**config.mk**
```make
export PLATFORM = sky130hd
export DESIGN_NAME = wvds_post
export DESIGN_NICKNAME = d
export VERILOG_FILES = /design/src/rtl/wvds_pkg.sv /design/src/rtl/wvds_post.sv
export SDC_FILE = /design/constraint.sdc
export NUM_CORES = 1
export LEC_CHECK = 0
export BUFFER_PORTS_ARGS = -buffer_cell sky130_fd_sc_hd__buf_4
export CAP_MARGIN = 15
export CORE_ASPECT_RATIO = 2
export CORE_MARGIN = 2
export CORE_UTILIZATION = 29
export CTS_CLUSTER_SIZE = 20
export DETAILED_ROUTE_END_ITERATION = 10
export HOLD_SLACK_MARGIN = 0.03
export PLACE_DENSITY_LB_ADDON = 0.15
export SYNTH_ARGS = -nofsm -noshare
export SYNTH_HDL_FRONTEND = slang
export SYNTH_SLANG_ARGS = --single-unit
```
**constraint.sdc**
```tcl
create_clock -name clock -period 11.13 [get_ports clock]
set_input_delay 2.7825 -clock clock [delete_from_list [all_inputs] [get_ports clock]]
set_output_delay 2.7825 -clock clock [all_outputs]
set_load 0.02 [all_outputs]
```
**src/rtl/wvds_pkg.sv**
```systemverilog
package wvds_pkg;

   localparam int COMP_WIDTH     = 16;
   localparam int ROTATION_STEPS = 16;
   localparam int TABLE_LEN      = 32;
   localparam int FRAC_BITS      = 20;
   localparam int XY_WIDTH       = COMP_WIDTH + FRAC_BITS + 3;
   localparam int ANG_WIDTH      = 40;
   localparam int ROOT_WIDTH     = COMP_WIDTH;
   localparam int SQ_WIDTH       = 2 * COMP_WIDTH;
   localparam int OUT_WIDTH      = 16;

   localparam logic signed [ANG_WIDTH-1:0] NANO_PER_TURN  = 40'sd360000000000;
   localparam logic signed [ANG_WIDTH-1:0] NANO_HALF_TURN = 40'sd180000000000;
   localparam logic signed [ANG_WIDTH-1:0] NANO_HALF_HUND = 40'sd5000000;

   // divide by 1e7: shift by 7, then reciprocal multiply for 78125
   localparam int DIV_SHIFT    = 7;
   localparam int QUO_WIDTH    = 32;
   localparam int MUL_SHIFT    = 48;
   localparam int DIV_ODD      = 78125;
   localparam logic [QUO_WIDTH-1:0] DIV_RECIP =
      QUO_WIDTH'(((64'd1 << MUL_SHIFT) + 64'(DIV_ODD) - 64'd1) / 64'(DIV_ODD));

   localparam logic [OUT_WIDTH-1:0] DIR_WRAP  = 16'd36000;
   localparam logic [OUT_WIDTH-1:0] SPEED_MAX = 16'hFFFF;

   // atan(2^-i) in 1e-9 degree
   localparam logic signed [ANG_WIDTH-1:0] ATAN_NANO [TABLE_LEN] = '{
      40'sd45000000000, 40'sd26565051177, 40'sd14036243468, 40'sd7125016349,
      40'sd3576334375,  40'sd1789910608,  40'sd895173710,   40'sd447614171,
      40'sd223810500,   40'sd111905677,   40'sd55952892,    40'sd27976453,
      40'sd13988227,    40'sd6994114,     40'sd3497057,     40'sd1748528,
      40'sd874264,      40'sd437132,      40'sd218566,      40'sd109283,
      40'sd54642,       40'sd27321,       40'sd13660,       40'sd6830,
      40'sd3415,        40'sd1708,        40'sd854,         40'sd427,
      40'sd213,         40'sd107,         40'sd53,          40'sd27
   };

   typedef struct packed {
      logic signed [COMP_WIDTH-1:0] u_comp;
      logic signed [COMP_WIDTH-1:0] v_comp;
      logic                         u_present;
      logic                         v_present;
   } req_type;

   typedef struct packed {
      logic [OUT_WIDTH-1:0] wind_dir;
      logic                 dir_ok;
      logic [OUT_WIDTH-1:0] wind_speed;
      logic                 speed_ok;
   } rsp_type;

   typedef struct packed {
      logic signed [XY_WIDTH-1:0]  x;
      logic signed [XY_WIDTH-1:0]  y;
      logic signed [ANG_WIDTH-1:0] z;
   } cordic_type;

   typedef struct packed {
      logic [ROOT_WIDTH-1:0] root;
      logic [SQ_WIDTH-1:0]   rem;
      logic                  speed_ok;
      logic                  dir_ok;
   } root_type;

endpackage

```
**src/rtl/wvds_post.sv**
```systemverilog
module wvds_post (
   input  logic                 clock,
   input  logic [2:0]           en,
   input  wvds_pkg::cordic_type cord,
   input  wvds_pkg::root_type   root,
   output wvds_pkg::rsp_type    rsp
);

   localparam int AW = wvds_pkg::ANG_WIDTH;
   localparam int RW = wvds_pkg::ROOT_WIDTH;
   localparam int SW = wvds_pkg::SQ_WIDTH;
   localparam int QW = wvds_pkg::QUO_WIDTH;
   localparam int OW = wvds_pkg::OUT_WIDTH;

   logic [QW-1:0]   quo_a_in, quo_a_ff;
   logic [OW-1:0]   spd_a_in, spd_a_ff, spd_b_ff;
   logic            sok_a_ff, dok_a_ff, sok_b_ff, dok_b_ff;
   logic [2*QW-1:0] prod_b_in, prod_b_ff;
   wvds_pkg::rsp_type rsp_in, rsp_ff;

   // stage A: wrap angle, bias for rounding, round speed
   always_comb begin
      logic signed [AW-1:0] ang;
      logic [AW-1:0]        bias;
      logic [RW:0]          rr;
      ang = cord.z;
      if (ang[AW-1]) begin
         ang = ang + wvds_pkg::NANO_PER_TURN;
      end else if (ang >= wvds_pkg::NANO_PER_TURN) begin
         ang = ang - wvds_pkg::NANO_PER_TURN;
      end
      bias     = $unsigned(ang + wvds_pkg::NANO_HALF_HUND);
      quo_a_in = bias[wvds_pkg::DIV_SHIFT +: QW];
      rr       = {1'b0, root.root} + (RW+1)'(root.rem > SW'(root.root));
      spd_a_in = (rr > (RW+1)'(wvds_pkg::SPEED_MAX)) ? wvds_pkg::SPEED_MAX : OW'(rr);
   end

   always_ff @(posedge clock) begin
      if (en[0]) begin
         quo_a_ff <= quo_a_in;
         spd_a_ff <= spd_a_in;
         sok_a_ff <= root.speed_ok;
         dok_a_ff <= root.dir_ok;
      end
   end

   // stage B: reciprocal multiply
   assign prod_b_in = (2*QW)'(quo_a_ff) * (2*QW)'(wvds_pkg::DIV_RECIP);

   always_ff @(posedge clock) begin
      if (en[1]) begin
         prod_b_ff <= prod_b_in;
         spd_b_ff  <= spd_a_ff;
         sok_b_ff  <= sok_a_ff;
         dok_b_ff  <= dok_a_ff;
      end
   end

   // stage C: quotient, full-turn wrap, masking
   always_comb begin
      logic [OW-1:0] quo;
      logic [OW-1:0] dir;
      quo = prod_b_ff[wvds_pkg::MUL_SHIFT +: OW];
      dir = (quo >= wvds_pkg::DIR_WRAP) ? quo - wvds_pkg::DIR_WRAP : quo;
      rsp_in.wind_dir   = dok_b_ff ? dir : '0;
      rsp_in.dir_ok     = dok_b_ff;
      rsp_in.wind_speed = sok_b_ff ? spd_b_ff : '0;
      rsp_in.speed_ok   = sok_b_ff;
   end

   always_ff @(posedge clock) begin
      if (en[2]) begin
         rsp_ff <= rsp_in;
      end
   end

   assign rsp = rsp_ff;

endmodule

```
==> results_dict.tcl <==
set metrics [dict create \
    status "completed" \
    grt_usage_pct 19.5 \
    dp_hpwl_mm 74.8 \
    min_path_cells 0 \
    cts-root-buf "clkbuf_16" \
    yosys-top-cells-area "fa_1 (41%), ha_1 (17%), edfxtp_1 (14%), inv_1 (10%), xnor2_1 (2.2%)" \
    core_area_sq_mm 0.0860 \
    clockBufferDepth 2 \
    max_slew_margin_pct 38.8 \
    cts_tree "done" \
    synth-async-reset-ratio_pct 0 \
    antenna_found_initial 0 \
    syn_area_per_cell_sq_um 10.6 \
    setup_tns_ns 0 \
    synthXorXnorAreaFrac_pct 3.13 \
    min_period_ns 8.97 \
    io_pins 206 \
    num_vias 16700 \
    ctsHoldBuffers 0 \
    port_buffers 127 \
    hold_viol 0 \
    synth-edff-count 118 \
    clock_latency_ns 0.47 \
    drt-total-wl_mm 81.8 \
    min_period_over_period_pct 80.6 \
    synth.distinct_cells 78 \
    finalSetupViolCount 0 \
    drive_gt1_share_pct 7.55 \
    seq_area_frac_synth_pct 14.1 \
    drt_first_iter_violations 474 \
    synth_top_area_share_pct 40.7 \
    synth_top_family_by_area "adder cells" \
    synth-simple-area-share_pct 7.50 \
    cts.sinks 118 \
    grt_pass1_wl_mm 124 \
    rsz0062_at_grt "false" \
    syn_area_sq_mm 0.0252 \
    synth_compound_area_share_pct 6.52 \
    globalRouteOverflowTotal 0 \
    die_x_um 212 \
    gp_congestion 0.950 \
    critPathMaxFanout 8 \
    final.setup_skew_ns 0.0193 \
    drv_cap 0 \
    worstRegToRegCells 21 \
    path_class "flip-flop to flip-flop" \
    synthAdderAreaFrac_pct 57.5 \
    ant_nets 0 \
    grt_start_max_net_pins 57 \
    timing.fmax_mhz 111 \
    synthMuxAreaShare_pct 0.159 \
    holdCritPathClass "flip-flop to flip-flop" \
    worst_pin_slew_ns 0.918 \
    die_h_um 421 \
    synth-warning-count 0 \
    fin_area_sq_mm 0.0280 \
    num_rows 152 \
    cts-buffers-inserted 17 \
    synth_flop_cell "edfxtp_1" \
    initial_utilization_pct 29.3 \
    wire_per_inst_um 22.4 \
    fp.dieArea_sq_mm 0.0893 \
    place_area_sq_mm 0.0274 \
    cts_resized 0 \
    startpoint_type "flip-flop" \
    slew_violations 0 \
    netlist_instances 2376 \
    critical_path_required_ns 11.43 \
    htree_levels 4 \
    cp.arrival_ns 9.28 \
    drc 0 \
    syn-num-nets 3398 \
    nets 3511 \
    yosys_register_bits 118 \
    clkTransAtPathRegs_ns 0.07 \
    post_cts.repair.setup_buffers 0 \
    diodes 0 \
    end_kind "flip-flop" \
    yosys.area.top_type "fa_1" \
    dr.pass1.iters 5 \
    area.growth.synth_to_final_pct 11.3 \
    viasPerCell 4.56 \
    grt_pass1_vias 19300 \
]
routing by layer:
metal	wire (um)	GRT usage, %	share of wire [%]
met4	6580	13.6	8.0
met3	1380	1.68	1.7
met5	0	0	0
met2	49400	39.9	60
met1	24500	17.5	30
stage by stage:
| stage | setup WS, ns | util [%] | instances | hold WS, ns |
|---|---|---|---|---|
| CTS | 2.10 | 32.6 | 3657 | 0.414 |
| global route | 1.90 | 32.6 | 3657 | 0.412 |
| global placement | 1.84 | 31.9 | 3624 | 0.401 |
| detailed placement | 2.15 | 31.9 | 3625 | 0.405 |
| floorplan | 3.78 | - | 2376 | 0.400 |
| finish | 2.16 | 32.6 | 3657 | 0.415 |
final timing paths:
| check | start | endpoint | slack, ns |
|---|---|---|---|
| min | dok_a_ff | dok_b_ff | 0.41 |
| min reg2reg | dok_a_ff | dok_b_ff | 0.41 |
| max reg2reg | quo_a_ff[4] | prod_b_ff[50] | 2.16 |
| max | quo_a_ff[4] | prod_b_ff[50] | 2.16 |
area by class of cell:
cell class / count / area, sq um
Timing Repair Buffer: 133 / 996
Fill cell: 8957 / 57900
Clock inverter: 15 / 176
Clock buffer: 17 / 425
Multi-Input combinational cell: 1527 / 18800
Tap cell: 1155 / 1450
Inverter: 692 / 2600
Sequential cell: 118 / 3540
synthesized netlist by cell type, types with 13 or more instances:
cell / number
inv_1: 692
fa_1: 512
ha_1: 338
edfxtp_1: 118
nand2_1: 77
nor2_1: 66
xnor2_1: 62
a21oi_1: 49
and2_1: 37
o21ai_0: 35
nor3_1: 30
nand3_1: 28
xor2_1: 28
a21o_1: 25
clkbuf_1: 21
a31oi_1: 18
nand4_1: 16
o21a_1: 15
nor4_1: 14
nor2b_1: 13
critical path, stage by stage, from the launching register on:
cell and delay, ns:
edfxtp_1 0.65, ha_1 0.63, fa_1 0.52, fa_1 0.57, fa_1 0.62, fa_1 0.56, fa_1 0.54, fa_1 0.56
inv_1 0.06, fa_1 0.53, inv_1 0.05, ha_1 0.30, a21o_1 0.35, a21o_1 0.24, a21oi_1 0.14, nor3_1 0.06
a2111oi_0 0.33, a21boi_0 0.23, nor4_2 0.80, o21bai_1 0.28, or4b_2 0.66, nand4b_1 0.13
kinds of logic after synthesis:
logic type	Yosys count
adders and majority gates	850
buffers and inverters	731
and+or+nand+nor	349
AOI/OAI and AO/OA	234
DFF	118
xor gates and xnor gates	90
muxes	4
sequential cells by signal (all words and copies together), names as in the netlist:
| register | count |
|---|---|
| dok_a_ff | 1 |
| dok_b_ff | 1 |
| prod_b_ff | 16 |
| quo_a_ff | 32 |
| rsp | 34 |
| sok_a_ff | 1 |
| sok_b_ff | 1 |
| spd_a_ff | 16 |
| spd_b_ff | 16 |
placed cells by master, fill, tap and decap left out, drive strengths merged, types with 5 or more instances in the layout:
cell     synthesis  final
a21boi           5      5
clkinv           0      5
nand3b           8      8
a2111oi          8      8
nand4           18     18
inv            692    702
and2            37     37
buf             18    133
edfxtp         118    118
or3              8      8
nand3           29     29
a31oi           18     18
o21a            15     15
xnor2           62     62
nor4            16     16
and4             6      6
a21o            26     26
o21ai           37     37
and3            11     11
o2111ai          5      5
xor2            28     28
o211ai           8      8
o31ai            5      5
clkbuf          21     17
nand4b           5      5
a211oi          11     11
nor2            66     66
nand2           77     77
nor2b           13     13
a21oi           52     52
ha             338    338
fa             512    512
nor3            31     31
nand2b          12     12
Power is left out: the tool's default activity adds up to more than one toggle a clock period on the data nets, which glitch-free logic cannot reach.
