==> src/rtl/wvds_pkg.sv <==
package wvds_pkg;

   localparam int COMP_WIDTH     = 16;
   localparam int ROTATION_STEPS = 16;
   localparam int TABLE_LEN      = 32;
   localparam int FRAC_BITS      = 20;
   localparam int XY_WIDTH       = COMP_WIDTH + FRAC_BITS + 3;
   localparam int ANG_WIDTH      = 40;
   localparam int ROOT_WIDTH     = COMP_WIDTH;
   localparam int SQ_WIDTH       = 2 * COMP_WIDTH;
   localparam int OUT_WIDTH      = 16;

   localparam logic signed [ANG_WIDTH-1:0] NANO_PER_TURN  = 40'sd360000000000;
   localparam logic signed [ANG_WIDTH-1:0] NANO_HALF_TURN = 40'sd180000000000;
   localparam logic signed [ANG_WIDTH-1:0] NANO_HALF_HUND = 40'sd5000000;

   // divide by 1e7: shift by 7, then reciprocal multiply for 78125
   localparam int DIV_SHIFT    = 7;
   localparam int QUO_WIDTH    = 32;
   localparam int MUL_SHIFT    = 48;
   localparam int DIV_ODD      = 78125;
   localparam logic [QUO_WIDTH-1:0] DIV_RECIP =
      QUO_WIDTH'(((64'd1 << MUL_SHIFT) + 64'(DIV_ODD) - 64'd1) / 64'(DIV_ODD));

   localparam logic [OUT_WIDTH-1:0] DIR_WRAP  = 16'd36000;
   localparam logic [OUT_WIDTH-1:0] SPEED_MAX = 16'hFFFF;

   // atan(2^-i) in 1e-9 degree
   localparam logic signed [ANG_WIDTH-1:0] ATAN_NANO [TABLE_LEN] = '{
      40'sd45000000000, 40'sd26565051177, 40'sd14036243468, 40'sd7125016349,
      40'sd3576334375,  40'sd1789910608,  40'sd895173710,   40'sd447614171,
      40'sd223810500,   40'sd111905677,   40'sd55952892,    40'sd27976453,
      40'sd13988227,    40'sd6994114,     40'sd3497057,     40'sd1748528,
      40'sd874264,      40'sd437132,      40'sd218566,      40'sd109283,
      40'sd54642,       40'sd27321,       40'sd13660,       40'sd6830,
      40'sd3415,        40'sd1708,        40'sd854,         40'sd427,
      40'sd213,         40'sd107,         40'sd53,          40'sd27
   };

   typedef struct packed {
      logic signed [COMP_WIDTH-1:0] u_comp;
      logic signed [COMP_WIDTH-1:0] v_comp;
      logic                         u_present;
      logic                         v_present;
   } req_type;

   typedef struct packed {
      logic [OUT_WIDTH-1:0] wind_dir;
      logic                 dir_ok;
      logic [OUT_WIDTH-1:0] wind_speed;
      logic                 speed_ok;
   } rsp_type;

   typedef struct packed {
      logic signed [XY_WIDTH-1:0]  x;
      logic signed [XY_WIDTH-1:0]  y;
      logic signed [ANG_WIDTH-1:0] z;
   } cordic_type;

   typedef struct packed {
      logic [ROOT_WIDTH-1:0] root;
      logic [SQ_WIDTH-1:0]   rem;
      logic                  speed_ok;
      logic                  dir_ok;
   } root_type;

endpackage

==> src/rtl/wvds_prep.sv <==
module wvds_prep (
   input  logic                 clock,
   input  logic                 en,
   input  wvds_pkg::req_type    req,
   output wvds_pkg::cordic_type cord,
   output wvds_pkg::root_type   root
);

   localparam int W  = wvds_pkg::COMP_WIDTH;
   localparam int XW = wvds_pkg::XY_WIDTH;
   localparam int SW = wvds_pkg::SQ_WIDTH;

   wvds_pkg::cordic_type cord_in, cord_ff;
   wvds_pkg::root_type   root_in, root_ff;

   always_comb begin
      logic signed [XW-1:0] u_sc;
      logic signed [XW-1:0] v_sc;
      logic [W-1:0]         au;
      logic [W-1:0]         av;
      logic [SW-1:0]        sq_u;
      logic [SW-1:0]        sq_v;
      logic                 both;
      u_sc = {{(XW-W){req.u_comp[W-1]}}, req.u_comp} <<< wvds_pkg::FRAC_BITS;
      v_sc = {{(XW-W){req.v_comp[W-1]}}, req.v_comp} <<< wvds_pkg::FRAC_BITS;
      // start in the right half plane of (-v, -u)
      if (!req.v_comp[W-1] && (req.v_comp != '0)) begin
         cord_in.x = v_sc;
         cord_in.y = u_sc;
         cord_in.z = wvds_pkg::NANO_HALF_TURN;
      end else begin
         cord_in.x = -v_sc;
         cord_in.y = -u_sc;
         cord_in.z = '0;
      end
      au   = req.u_comp[W-1] ? $unsigned(-req.u_comp) : $unsigned(req.u_comp);
      av   = req.v_comp[W-1] ? $unsigned(-req.v_comp) : $unsigned(req.v_comp);
      sq_u = SW'(au) * SW'(au);
      sq_v = SW'(av) * SW'(av);
      both = req.u_present && req.v_present;
      root_in.root     = '0;
      root_in.rem      = sq_u + sq_v;
      root_in.speed_ok = both;
      root_in.dir_ok   = both && ((req.u_comp != '0) || (req.v_comp != '0));
   end

   always_ff @(posedge clock) begin
      if (en) begin
         cord_ff <= cord_in;
         root_ff <= root_in;
      end
   end

   assign cord = cord_ff;
   assign root = root_ff;

endmodule

==> config.mk <==
export PLATFORM = sky130hd
export DESIGN_NAME = wvds_prep
export DESIGN_NICKNAME = d
export VERILOG_FILES = /design/src/rtl/wvds_pkg.sv /design/src/rtl/wvds_prep.sv
export SDC_FILE = /design/constraint.sdc
export NUM_CORES = 1
export LEC_CHECK = 0
export BUFFER_PORTS_ARGS = -buffer_cell sky130_fd_sc_hd__buf_2
export CORE_UTILIZATION = 55
export CTS_BUF_LIST = sky130_fd_sc_hd__clkbuf_4
export DETAILED_ROUTE_END_ITERATION = 7
export GPL_TIMING_DRIVEN = 0
export PLACE_DENSITY = 0.79
export SLEW_MARGIN = 10
export SYNTH_ARGS = -nofsm -noshare
export SYNTH_HDL_FRONTEND = slang
export SYNTH_SLANG_ARGS = --single-unit
==> constraint.sdc <==
create_clock -name clock -period 23.5 [get_ports clock]
set_clock_uncertainty 0.1 [all_clocks]
set_input_delay 2.35 -clock clock [delete_from_list [all_inputs] [get_ports clock]]
set_output_delay 2.35 -clock clock [all_outputs]
set_load 0.01 [all_outputs]
==> results of run 1 <==
## cell type report
cell class / instances / area, um2
multi-input combinational: 1245 / 13700
fill: 2757 / 12700
sequential: 73 / 2190
inverter: 530 / 1990
buffer: 132 / 855
timing repair buffer: 117 / 609
tap: 442 / 553
clock buffer: 10 / 75.1
clock inverter: 6 / 42.5
antenna: 1 / 2.50
## metrics by stage
step / hold slack, ns / utilization / worst slack, ns / cells / cell area (um2)
after floorplan: 2.35 / - / 12.20 / 1980 / 18700
after global placement: 2.48 / 0.606 / 8.12 / 2537 / 19800
after detailed placement: 2.48 / 0.608 / 8.84 / 2539 / 19900
after CTS: 1.97 / 0.612 / 9.38 / 2555 / 20000
after global routing: 1.98 / 0.612 / 9.00 / 2556 / 20000
final: 2.00 / 0.612 / 9.19 / 2556 / 20000
## flip-flops by register name, summed over array words and instances (netlist names)
| name | cells |
|---|---|
| cord | 39 |
| root | 34 |
## kinds of logic after synthesis
group / count (synthesis) / share of synthesized area
buf+inv: 662 / 0.155
fa+ha+maj: 577 / 0.551
simple gates: 389 / 0.0941
compound gates: 110 / 0.0385
xor+xnor: 81 / 0.0408
flops: 73 / 0.119
mux: 3 / 0.00170
other cells: 1 / 0.000204
## cell usage after synthesis (3+ instances only)
master      n
o21a_1      5
nor3_1     17
nand4_1     4
nor2_1    140
nor2b_1     6
clkinv_1   11
clkbuf_1   34
nand3_1     9
a21oi_1    28
o21bai_1    4
nand2b_1    7
a211oi_1    4
xnor2_1    46
o211ai_1    3
inv_1     516
fa_1      387
nand2_1   151
and2_1     26
a31oi_1     7
o31ai_1    10
a21o_1     11
and3_1      4
o21ai_0    24
nor4_1      3
buf_4      95
xor2_1     32
or4_1       3
ha_1      190
edfxtp_1   73
## final timing paths
kind                 from  endpoint  slack (ns)
hold / removal    req[18]  cord[60]        2.00
setup / recovery  req[18]  root[31]        9.19
## layer usage
metal | vias to the layer above | global-route usage
li1 | 5888 | -
met1 | 6618 | 0.356
met2 | 569 | 0.502
met3 | 126 | 0.0519
met4 | 0 | 0.103
met5 | - | 0
==> metrics.cfg, run 1 <==
[status]
status=complete, no violations

[clock_network]
postCtsSetupBuffers=0
clock-sinks=73
cts.path.max_buffers=2
tritoncts=yes
cts.repair.resized=0
clockRootBuffer=clkbuf_4
clkTransAtPathRegs_ns=0.15
numCtsBuffers=9
cts_hold_buf=0
h-tree-depth=3

[global_route]
first_global_vias=14586
grt_pass1_wl_um=74000
overflow=0
grt_max_degree=42
track_usage=0.287
antenna_found_initial=1

[synth]
ys_top_cells_by_area=fa_1, ha_1, edfxtp_1
postSynthAreaPerCell_um2=9.70
yosys_register_bits=73
synth_cell_type_count=63
synth-main-ff-cell=edfxtp_1
ys_warn_count=0
synth_area_leader_cell=fa_1
synthArstFlopShare=0
netlist.area_leader.share=0.421
seq_area_frac_synth=0.119
syn_area_mm2=0.0184
synth_edf_count=73
syn_inst=1896

[timing]
final.period_utilization=0.609
maxSlewHeadroom=0.0994
min_period_ns=14.31
slew_viol_final=0
hold_viol_final=0
fmax_mhz=69.9
worstMarginPinSlew_ns=1.35
setup_tns_ns=0
rsz0062_at_grt=no
finalSetupViolCount=0

[die]
core_mm2=0.0327
die-area_mm2=0.0342
die_y_um=185
start_util=0.562
num_rows=66
pin_count=204
die_x_um=185

[drt]
first_pass_iters=7
drt_iter0_drc=877
drcViolationCount=0
vias=13201
avgRoutedWirePerCell_um=17.8
met1Wirelength_um=17400
highest_layer=met4
met2WireLength_um=22800
wl_met3_um=3610
vias_per_cell=5.16
ant_nets=0
wirelength_um=45500

[placement]
dp_hpwl_um=38800
routabilityCongestion=0.959
io_buffers=115

[cells_and_area]
final_cell_mix=inv_1, fa_1, ha_1, nand2_1, nor2_1
area_growth_pct=8.90
mostFrequentLayoutCell=inv_1
final_nets=2721
drive_gt1_frac=0.119

[setup_path]
path_buf_inv=11
worst-path-max-fanout=10
path_delay_family=adder cells
cp-end-kind=flop
worstSetupPathType=input pin to flop
crit_cells=33
cp_data_arrival_time_ns=14.49
worst_path_most_repeated_cell=fa_1
max_stage_delay_ns=1.14
slowest_stage=a2111oi_1
required_ns=23.68
start_kind=input pin

[min_path]
hold_depth=1
hp-class=input pin to flop

[flow_run]
drv_cap=0

Power of run 1 is not shown: default switching activity piles up to over one toggle a cycle in this logic, so the estimate is an artifact.
==> run 2: changes to the inputs <==
- ABC_AREA: default -> 1
- PLACE_DENSITY: 0.79 -> 0.81
- clock period: 23.5 -> 11.54 ns (I/O delays scaled with it)
==> metrics.cfg, run 2 <==
[flow_run]
drv_cap=0

[min_path]
hold_depth=3
min_to=root[1]
min-delay-start=req[0]
hp-class=input pin to flop

[die]
die_x_um=188
die-area_mm2=0.0352
start_util=0.562
pin_count=204
die_y_um=188
core_mm2=0.0337
num_rows=67

[setup_path]
worst-path-max-fanout=11
cp-end-kind=flop
max_stage_delay_ns=0.72
worstSetupPathType=input pin to flop
cp_data_arrival_time_ns=10.43
worst_path_most_repeated_cell=fa_1
start_kind=input pin
slowest_stage=clkbuf_1
required_ns=11.68

[synth]
syn_inst=2096
syn_area_mm2=0.0189
netlist.area_leader.share=0.409
synth_common_cells=inv_1, fa_1, nand2_1
synth_cell_type_count=50
synth_edf_count=73
synth-main-ff-cell=edfxtp_1
synth_area_leader_cell=fa_1
yosysMostFrequentCell=inv_1
postSynthAreaPerCell_um2=9.04
seq_area_frac_synth=0.116
ys_top_cells_by_area=fa_1, ha_1, edfxtp_1
synthArstFlopShare=0
ys_warn_count=0
yosys_register_bits=73

[drt]
first_pass_iters=5
ant_nets=0
drt_iter0_drc=901
vias_per_cell=5.09
wirelength_um=45400
vias=14085
drcViolationCount=0
avgRoutedWirePerCell_um=16.4

[timing]
final.period_utilization=0.891
fmax_mhz=97.2
worstMarginPinSlew_ns=0.896
min_period_ns=10.28
setup_tns_ns=0
slew_viol_final=0
hold_viol_final=0
finalSetupViolCount=0
rsz0062_at_grt=no
maxSlewHeadroom=0.402

[placement]
routabilityCongestion=0.970
dp_hpwl_um=40100
io_buffers=120

[cells_and_area]
area_growth_pct=8.48
drive_gt1_frac=0.134
final_nets=2925
final_cell_mix=inv_1, fa_1, nand2_1, ha_1, nor2_1
largest_reg_flops=39
mostFrequentLayoutCell=inv_1

[clock_network]
h-tree-depth=3
cts.repair.resized=0
numCtsBuffers=9
clkTransAtPathRegs_ns=0.12
tritoncts=yes
postCtsSetupBuffers=0
clock-sinks=73
cts_hold_buf=0
clockRootBuffer=clkbuf_4
cts.path.max_buffers=2

[global_route]
track_usage=0.273
grt_pass1_wl_um=74300
first_global_vias=14835
grt_max_degree=44
antenna_found_initial=2
overflow=0

[status]
status=complete, no violations

run 2: how the worst max path moves through the flow:
stage	to	cells past startpoint	slack (ns)	from
5_1_grt	root[32]	33	0.84	req[2]
6_report	root[33]	31	1.26	req[2]
3_3_place_gp	root[33]	31	0.95	req[2]
3_5_place_dp	root[33]	30	0.80	req[2]
4_1_cts	root[33]	30	1.31	req[2]
2_1_floorplan	root[26]	37	2.78	req[18]
run 2: critical path, delay by kind of cell:
kind	cells	cell delay [ns]
compound gates	4	0.94
xor+xnor	1	0.09
buf+inv	9	2.39
simple gates	7	1.07
fa+ha+maj	10	4.79
run 2: metal layers:
layer | GRT usage | vias to the layer above | share of wire
met4 | 0.116 | 0 | 0.043
met3 | 0.0492 | 123 | 0.080
met2 | 0.466 | 627 | 0.49
met5 | 0 | - | 0
met1 | 0.342 | 6929 | 0.38
li1 | - | 6406 | -
run 2: per-stage QoR:
stage | cells | hold slack (ns) | area, um2 | utilization | setup WS (ns)
after floorplan | 2180 | 1.15 | 19300 | - | 2.78
after global placement | 2748 | 1.34 | 20400 | 0.606 | 0.947
after detailed placement | 2749 | 1.35 | 20400 | 0.607 | 0.801
after CTS | 2763 | 0.830 | 20500 | 0.610 | 1.31
after global routing | 2765 | 0.837 | 20600 | 0.610 | 0.835
final | 2765 | 0.846 | 20600 | 0.610 | 1.26
run 2: final cells by class:
class	instances	area (um2)
multi-input cells	1374	13900
fillers	2903	13100
inverters	600	2250
flip-flops and latches	73	2190
plain buffers	133	908
repair buffers	121	623
well taps	448	561
clock buffers	9	67.6
clock inverters	5	35.0
diodes	2	5.00
run 2: cells by family (layout without fill, tap and decap cells):
kind of cell / Yosys count / count (layout) / synth area share
AOI/OAI and AO/OA: 123 / 123 / 0.0384
other: 1 / 87 / 0.000198
xor gates and xnor gates: 49 / 49 / 0.0227
adders and majority gates: 577 / 577 / 0.534
buffers and inverters: 733 / 868 / 0.167
and+or+nand+nor: 540 / 540 / 0.122
DFF: 73 / 73 / 0.116
Power of run 2 is left out for the same reason.
