## src/rtl/wvds_pkg.sv

```systemverilog
package wvds_pkg;

   localparam int COMP_WIDTH     = 16;
   localparam int ROTATION_STEPS = 16;
   localparam int TABLE_LEN      = 32;
   localparam int FRAC_BITS      = 20;
   localparam int XY_WIDTH       = COMP_WIDTH + FRAC_BITS + 3;
   localparam int ANG_WIDTH      = 40;
   localparam int ROOT_WIDTH     = COMP_WIDTH;
   localparam int SQ_WIDTH       = 2 * COMP_WIDTH;
   localparam int OUT_WIDTH      = 16;

   localparam logic signed [ANG_WIDTH-1:0] NANO_PER_TURN  = 40'sd360000000000;
   localparam logic signed [ANG_WIDTH-1:0] NANO_HALF_TURN = 40'sd180000000000;
   localparam logic signed [ANG_WIDTH-1:0] NANO_HALF_HUND = 40'sd5000000;

   // divide by 1e7: shift by 7, then reciprocal multiply for 78125
   localparam int DIV_SHIFT    = 7;
   localparam int QUO_WIDTH    = 32;
   localparam int MUL_SHIFT    = 48;
   localparam int DIV_ODD      = 78125;
   localparam logic [QUO_WIDTH-1:0] DIV_RECIP =
      QUO_WIDTH'(((64'd1 << MUL_SHIFT) + 64'(DIV_ODD) - 64'd1) / 64'(DIV_ODD));

   localparam logic [OUT_WIDTH-1:0] DIR_WRAP  = 16'd36000;
   localparam logic [OUT_WIDTH-1:0] SPEED_MAX = 16'hFFFF;

   // atan(2^-i) in 1e-9 degree
   localparam logic signed [ANG_WIDTH-1:0] ATAN_NANO [TABLE_LEN] = '{
      40'sd45000000000, 40'sd26565051177, 40'sd14036243468, 40'sd7125016349,
      40'sd3576334375,  40'sd1789910608,  40'sd895173710,   40'sd447614171,
      40'sd223810500,   40'sd111905677,   40'sd55952892,    40'sd27976453,
      40'sd13988227,    40'sd6994114,     40'sd3497057,     40'sd1748528,
      40'sd874264,      40'sd437132,      40'sd218566,      40'sd109283,
      40'sd54642,       40'sd27321,       40'sd13660,       40'sd6830,
      40'sd3415,        40'sd1708,        40'sd854,         40'sd427,
      40'sd213,         40'sd107,         40'sd53,          40'sd27
   };

   typedef struct packed {
      logic signed [COMP_WIDTH-1:0] u_comp;
      logic signed [COMP_WIDTH-1:0] v_comp;
      logic                         u_present;
      logic                         v_present;
   } req_type;

   typedef struct packed {
      logic [OUT_WIDTH-1:0] wind_dir;
      logic                 dir_ok;
      logic [OUT_WIDTH-1:0] wind_speed;
      logic                 speed_ok;
   } rsp_type;

   typedef struct packed {
      logic signed [XY_WIDTH-1:0]  x;
      logic signed [XY_WIDTH-1:0]  y;
      logic signed [ANG_WIDTH-1:0] z;
   } cordic_type;

   typedef struct packed {
      logic [ROOT_WIDTH-1:0] root;
      logic [SQ_WIDTH-1:0]   rem;
      logic                  speed_ok;
      logic                  dir_ok;
   } root_type;

endpackage

```

## src/rtl/wvds_cordic_step.sv

```systemverilog
module wvds_cordic_step #(
   parameter int STEP   = 0,
   parameter bit ROTATE = 1'b1
) (
   input  logic                 clock,
   input  logic                 en,
   input  wvds_pkg::cordic_type cord_d,
   output wvds_pkg::cordic_type cord_q
);

   localparam int XW = wvds_pkg::XY_WIDTH;
   localparam int AW = wvds_pkg::ANG_WIDTH;

   wvds_pkg::cordic_type cord_in, cord_ff;

   always_comb begin
      logic signed [XW-1:0] x;
      logic signed [XW-1:0] y;
      logic signed [XW-1:0] xs;
      logic signed [XW-1:0] ys;
      logic signed [AW-1:0] z;
      x  = cord_d.x;
      y  = cord_d.y;
      z  = cord_d.z;
      xs = x >>> STEP;
      ys = y >>> STEP;
      cord_in = cord_d;
      if (ROTATE) begin
         if (!y[XW-1] && (y != '0)) begin
            cord_in.x = x + ys;
            cord_in.y = y - xs;
            cord_in.z = z + wvds_pkg::ATAN_NANO[STEP];
         end else begin
            cord_in.x = x - ys;
            cord_in.y = y + xs;
            cord_in.z = z - wvds_pkg::ATAN_NANO[STEP];
         end
      end
   end

   always_ff @(posedge clock) begin
      if (en) begin
         cord_ff <= cord_in;
      end
   end

   assign cord_q = cord_ff;

endmodule

```

## config.mk

```make
export PLATFORM = sky130hd
export DESIGN_NAME = wvds_cordic_step
export DESIGN_NICKNAME = d
export VERILOG_FILES = /design/src/rtl/wvds_pkg.sv /design/src/rtl/wvds_cordic_step.sv
export SDC_FILE = /design/constraint.sdc
export NUM_CORES = 1
export LEC_CHECK = 0
export ABC_AREA = 1
export BUFFER_PORTS_ARGS = -buffer_cell sky130_fd_sc_hd__buf_2
export CAP_MARGIN = 20
export CORE_UTILIZATION = 25
export CTS_BUF_LIST = sky130_fd_sc_hd__clkbuf_8
export CTS_CLUSTER_SIZE = 30
export DETAILED_ROUTE_END_ITERATION = 10
export PLACE_DENSITY = 0.45
export SYNTH_ARGS = -nofsm -noshare
export SYNTH_HDL_FRONTEND = slang
export SYNTH_SLANG_ARGS = --single-unit
export TNS_END_PERCENT = 30
```

## constraint.sdc

```tcl
create_clock -name clock -period 3.2 [get_ports clock]
set_input_delay 0 -clock clock [delete_from_list [all_inputs] [get_ports clock]]
set_output_delay 0 -clock clock [all_outputs]
set_load 0.01 [all_outputs]
```

==> results.json, run 1 <==
{
  "ios": 238,
  "area_growth_pct": 20.2,
  "synthAdderAreaFrac_pct": 13.0,
  "slew_violations": 0,
  "critPathArrivalTime_ps": 3250,
  "cts_max_level": 4,
  "fin_crit_ps": 2950,
  "final_cell_mix": "nand2_1 (724), inv_1 (353), buf_2 (236)",
  "peakVddDrop_mv": 0.303,
  "fp-row-count": 87,
  "tightest_slew_ps": 949,
  "cellPowerDensity_mw_per_mm2": 366,
  "syn_area_per_cell_um2": 6.31,
  "root_buffer": "clkbuf_8",
  "fin_crit_sh_pct": 92.3,
  "syn_nets": 2548,
  "fmax_mhz": 339,
  "port-buffer-count": 237,
  "cp-endpoint": "cord_q[32]$_DFFE_PP_",
  "cts_buffers": 17,
  "cp_cell_sequence": "dlygate4sd3_1, buf_2, nor3_2, nand3_1, o21bai_4, inv_2, buf_4, ha_1, nand2_1, nor2_1, inv_1, nor3_1, buf_4, nand4_1, nand4_1, nand2_1",
  "power_mw": 6.34,
  "synth_edf_count": 117,
  "slowest_delay_ps": 530,
  "fin_area_mm2": 0.0173,
  "drc": 0,
  "grt_pass1_vias": 15600,
  "synth-xor-area-share_pct": 3.65,
  "gp_congestion": 0.971,
  "hold_path.class": "in -> reg",
  "synth_compound_area_share_pct": 12.3,
  "setup_violations": 0,
  "vias_per_cell": 4.72,
  "crit_slowest_cell": "dlygate4sd3_1",
  "dpl.hpwl_mm": 52.1,
  "wl_per_cell_um": 18.3,
  "path_clk_slew_ps": 80,
  "grt_max_degree": 77,
  "pwr-share-comb_pct": 44.5,
  "worst_slack_ps": 247,
  "grt_usage_pct": 20.6,
  "nNetsFinal": 2832,
  "die_h_um": 242,
  "hold_violations": 0,
  "post-place-ws_ps": -62.2,
  "p_int_mw": 3.60,
  "worst-setup-path-type": "in -> reg",
  "multi_input_area_mm2": 0.00917,
  "drt_first_iter_violations": 953,
  "antenna_found_initial": 2,
  "ff_latch_area_mm2": 0.00351,
  "cp_max_fo": 8,
  "synth_seq_area_share_pct": 24.4,
  "drv_cap": 0,
  "dp_cells": 3267,
  "synth_top_area_cell": "edfxtp_1",
  "die_w_um": 242,
  "status": "complete, no violations",
  "post-cts-setup-buffers": 0,
  "clk_path_buf_depth": 2,
  "final_common_cell": "nand2_1",
  "end_kind": "flip-flop",
  "synthDistinctLibCells": 41,
  "start_util_pct": 25.4,
  "core_mm2": 0.0566,
  "synth_area_leaders": "edfxtp_1 (24%), nand2_1 (19%), ha_1 (12%)",
  "yosys.area_share.simple_pct": 34.7,
  "rsz0062_at_grt": "false",
  "drive_above_1_share_pct": 14.3,
  "fill_cells": 6405,
  "syn_area_mm2": 0.0144,
  "leakagePower_nw": 8.94,
  "grt_pass1_wl_mm": 90.9,
  "startpoint": "cord_d[41]",
  "numClockSinks": 117,
  "startpoint_type": "input port",
  "cts_tree": "yes",
  "p_seq_share_pct": 32.5,
  "synth_mux_area_share_pct": 0,
  "syn-instance-count": 2281,
  "synth_top_family_by_area": "simple AND/OR/NAND/NOR gates",
  "yosysWarningCount": 0,
  "routed_wirelength_mm": 61.1,
  "holdWs_ps": 47.3,
  "final_cells": 3335,
  "vias": 15700,
  "largest_reg_flops": 117,
  "crit_required_ps": 3500,
  "relSlewSlack_pct": 36.7,
  "p_switching_mw": 2.74,
  "die_area_mm2": 0.0586,
  "first_pass_iters": 5,
  "synth_async_sr_flop_share_pct": 0,
  "placed_cell_area_mm2": 0.0166,
  "ys_ff_latch": 117,
  "antenna_left": 0,
  "p_clk_share_pct": 23.0,
  "synth_top_area_share_pct": 24.4,
  "sw_frac_of_total_pct": 43.2,
  "grt.overflow.total": 0,
  "ys.flop_type": "edfxtp_1"
}
[worst max-delay path, delay by kind of cell]
kind / cells / cell delay [ps]
AO/OA/AOI/OAI: 1 / 280
adder cells (fa/ha/maj): 1 / 340
AND/OR/NAND/NOR: 8 / 1280
buffers and inverters: 6 / 1330
[power groups by stage]
stage               registers, mW  logic, mW  clock network (mW)
global placement             2.10       2.77                   0
detailed placement           2.10       2.77                   0
finish                       2.06       2.82                1.46
CTS                          2.07       2.81                1.53
floorplan                    2.19       1.56                   0
global route                 2.09       3.10                1.56
[per-stage QoR]
stage,util (%),TNS [ps]
2_1_floorplan,-,0
3_3_place_gp,29.2,-24.3
3_5_place_dp,29.2,-185
4_1_cts,30.6,0
5_1_grt,30.6,0
6_report,30.6,0
[routing by layer]
metal	global-route usage (%)	vias to the layer above	wire (um)
li1	-	7847	-
met1	26.4	7307	27700
met2	35.4	512	28900
met3	2.95	70	3050
met4	6.40	2	1420
met5	0	-	15
[Yosys cell counts, drive strengths merged (6+ instances only)]
master  instances
a21o            7
a21oi         162
and2            6
buf            45
clkbuf          7
edfxtp        117
ha            143
inv           367
nand2         729
nand3         198
nand4          19
nor2          236
nor3           17
o21ai         120
o21bai         24
xnor2           7
xor2           53
[area by class of cell]
class                   instances  share of cell area [%]
inverters                     367                    7.96
flip-flops and latches        117                    20.3
diodes                          1                  0.0145
well taps                     756                    5.47
clock inverters                15                   0.911
multi-input cells            1745                    53.0
repair buffers                317                    11.0
clock buffers                  17                    1.35
[how the worst min path moves through the flow]
stage	cells after the start	end	startpoint
after CTS	4	cord_q[11]$_DFFE_PP_	cord_d[11]
after global placement	1	cord_q[8]$_DFFE_PP_	cord_d[8]
final	5	cord_q[117]$_DFFE_PP_	cord_d[78]
after floorplan	0	cord_q[0]$_DFFE_PP_	cord_d[0]
after detailed placement	1	cord_q[1]$_DFFE_PP_	cord_d[1]
after global routing	4	cord_q[11]$_DFFE_PP_	cord_d[11]
[kinds of logic (layout without fill, tap and decap cells)]
kind of cell | count (synthesis) | in the layout
other | 0 | 1
xor gates and xnor gates | 60 | 60
adders and majority gates | 147 | 147
DFF | 117 | 117
AOI/OAI and AO/OA | 326 | 326
and+or+nand+nor | 1212 | 1212
buffers and inverters | 419 | 716
[what timing repair did]
item                                   4_1_cts  5_1_grt
endpoints found under the hold margin       35        0
gates resized for setup                      0        2
hold buffers                                35        0
setup endpoints to repair                    0        5
No activity file was read; power rests on OpenSTA's default activity.
==> run 2, diff against run 1 <==
- CORE_UTILIZATION: 25 -> 35
- PLACE_DENSITY: 0.45 -> 0.57
- SKIP_CTS_REPAIR_TIMING: default -> 1
==> results.json, run 2 (synthesis gave the netlist of run 1 again) <==
{
  "startpoint_type": "input port",
  "cellPowerDensity_mw_per_mm2": 374,
  "startpoint": "cord_d[43]",
  "slew_violations": 0,
  "end_kind": "flip-flop",
  "fp-row-count": 73,
  "worst_slack_ps": 458,
  "fin_crit_sh_pct": 85.7,
  "drc": 0,
  "hold_path.class": "in -> reg",
  "routed_wirelength_mm": 57.3,
  "die_h_um": 205,
  "die_w_um": 205,
  "peakVddDrop_mv": 0.231,
  "numClockSinks": 117,
  "worst-setup-path-type": "in -> reg",
  "die_area_mm2": 0.0420,
  "path_clk_slew_ps": 80,
  "area_growth_pct": 16.0,
  "critPathArrivalTime_ps": 3060,
  "port-buffer-count": 237,
  "drive_above_1_share_pct": 14.0,
  "dpl.hpwl_mm": 48.9,
  "cts_tree": "yes",
  "antenna_left": 0,
  "crit_required_ps": 3520,
  "antenna_cells": 0,
  "antenna_found_initial": 0,
  "cp_cell_sequence": "buf_2, inv_2, nand4_1, nor3_1, nand3_1, o21bai_4, inv_2, ha_1, nand2_1, nor2_1, inv_1, nor3_1, nand3_1, nand3_1, xor2_1",
  "status": "complete, no violations",
  "cp_max_fo": 9,
  "final_cells": 3070,
  "slowest_delay_ps": 420,
  "final_cell_mix": "nand2_1 (724), inv_1 (352), buf_2 (236)",
  "root_buffer": "clkbuf_8",
  "power_mw": 6.25,
  "vias": 15600,
  "tightest_slew_ps": 948,
  "grt.overflow.total": 0,
  "grt_max_degree": 107,
  "grt_pass1_vias": 15200,
  "wl_per_cell_um": 18.7,
  "grt_pass1_wl_mm": 85.2,
  "relSlewSlack_pct": 36.8,
  "largest_reg_flops": 117,
  "dp_cells": 3024,
  "final_common_cell": "nand2_1",
  "setup_violations": 0,
  "cts_buffers": 17,
  "ios": 238,
  "hold_violations": 0,
  "grt_usage_pct": 27.1,
  "critPathMostFrequentCell": "nand3_1",
  "fmax_mhz": 365,
  "post-place-ws_ps": -118,
  "nNetsFinal": 2799,
  "drt_first_iter_violations": 1159,
  "leakagePower_nw": 8.79,
  "gp_congestion": 0.968,
  "cts_max_level": 4,
  "vias_per_cell": 5.07,
  "crit_slowest_cell": "nor3_1",
  "start_util_pct": 35.8,
  "hp-start": "cord_d[117]",
  "drv_cap": 0,
  "fin_crit_ps": 2740,
  "core_mm2": 0.0402,
  "rsz0062_at_grt": "false",
  "clk_path_buf_depth": 2,
  "first_pass_iters": 5
}
[run 2: cell types whose count changed in the layout (fill, tap and decap cells not counted), sizes merged]
cell	delta
buf	-12
clkinv	+2
diode	-1
dlygate4sd3	-21
inv	-2
[run 2: area by class of cell]
class,count,area [um^2]
Clock buffer,17,234
Clock inverter,15,158
Fill cell,4441,23500
Inverter,367,1380
Multi-Input combinational cell,1745,9170
Sequential cell,117,3510
Tap cell,525,657
Timing Repair Buffer,284,1600
[run 2: final timing paths]
| path | endpoint | depth (start not counted) |
|---|---|---|
| setup / recovery | cord_q[34]$_DFFE_PP_ | 15 |
| hold / removal | cord_q[117]$_DFFE_PP_ | 5 |
[run 2: worst max-delay path: cells and delay by family]
kind	cells	cell delay [ps]
xor gates and xnor gates	1	180
and+or+nand+nor	8	1760
adders and majority gates	1	370
buffers and inverters	4	460
AOI/OAI and AO/OA	1	270
[run 2: power breakdown]
part / leakage, nW / switching, mW / total, mW / internal [mW]
combinational: 7.46 / 1.87 / 2.77 / 0.898
sequential: 1.14 / 0.0669 / 2.05 / 1.98
clock: 0.188 / 0.747 / 1.44 / 0.694
total: 8.79 / 2.68 / 6.25 / 3.57
[run 2: routing by layer]
layer	share of wire [%]	track usage, %	up-vias
met5	0	0	-
met4	2.6	8.58	0
met3	6.3	3.05	66
met2	45	44.4	546
met1	46	37.0	7200
li1	-	-	7767
[run 2: per-stage QoR]
stage               utilization [%]  cell area [um^2]  hold slack (ps)  TNS, ps
detailed placement             40.2             16200              182     -738
CTS                            41.2             16600             -346        0
finish                         41.6             16700             23.4        0
floorplan                         -             14400             98.9        0
global placement               40.2             16200              177     -138
global route                   41.6             16700             40.8        0
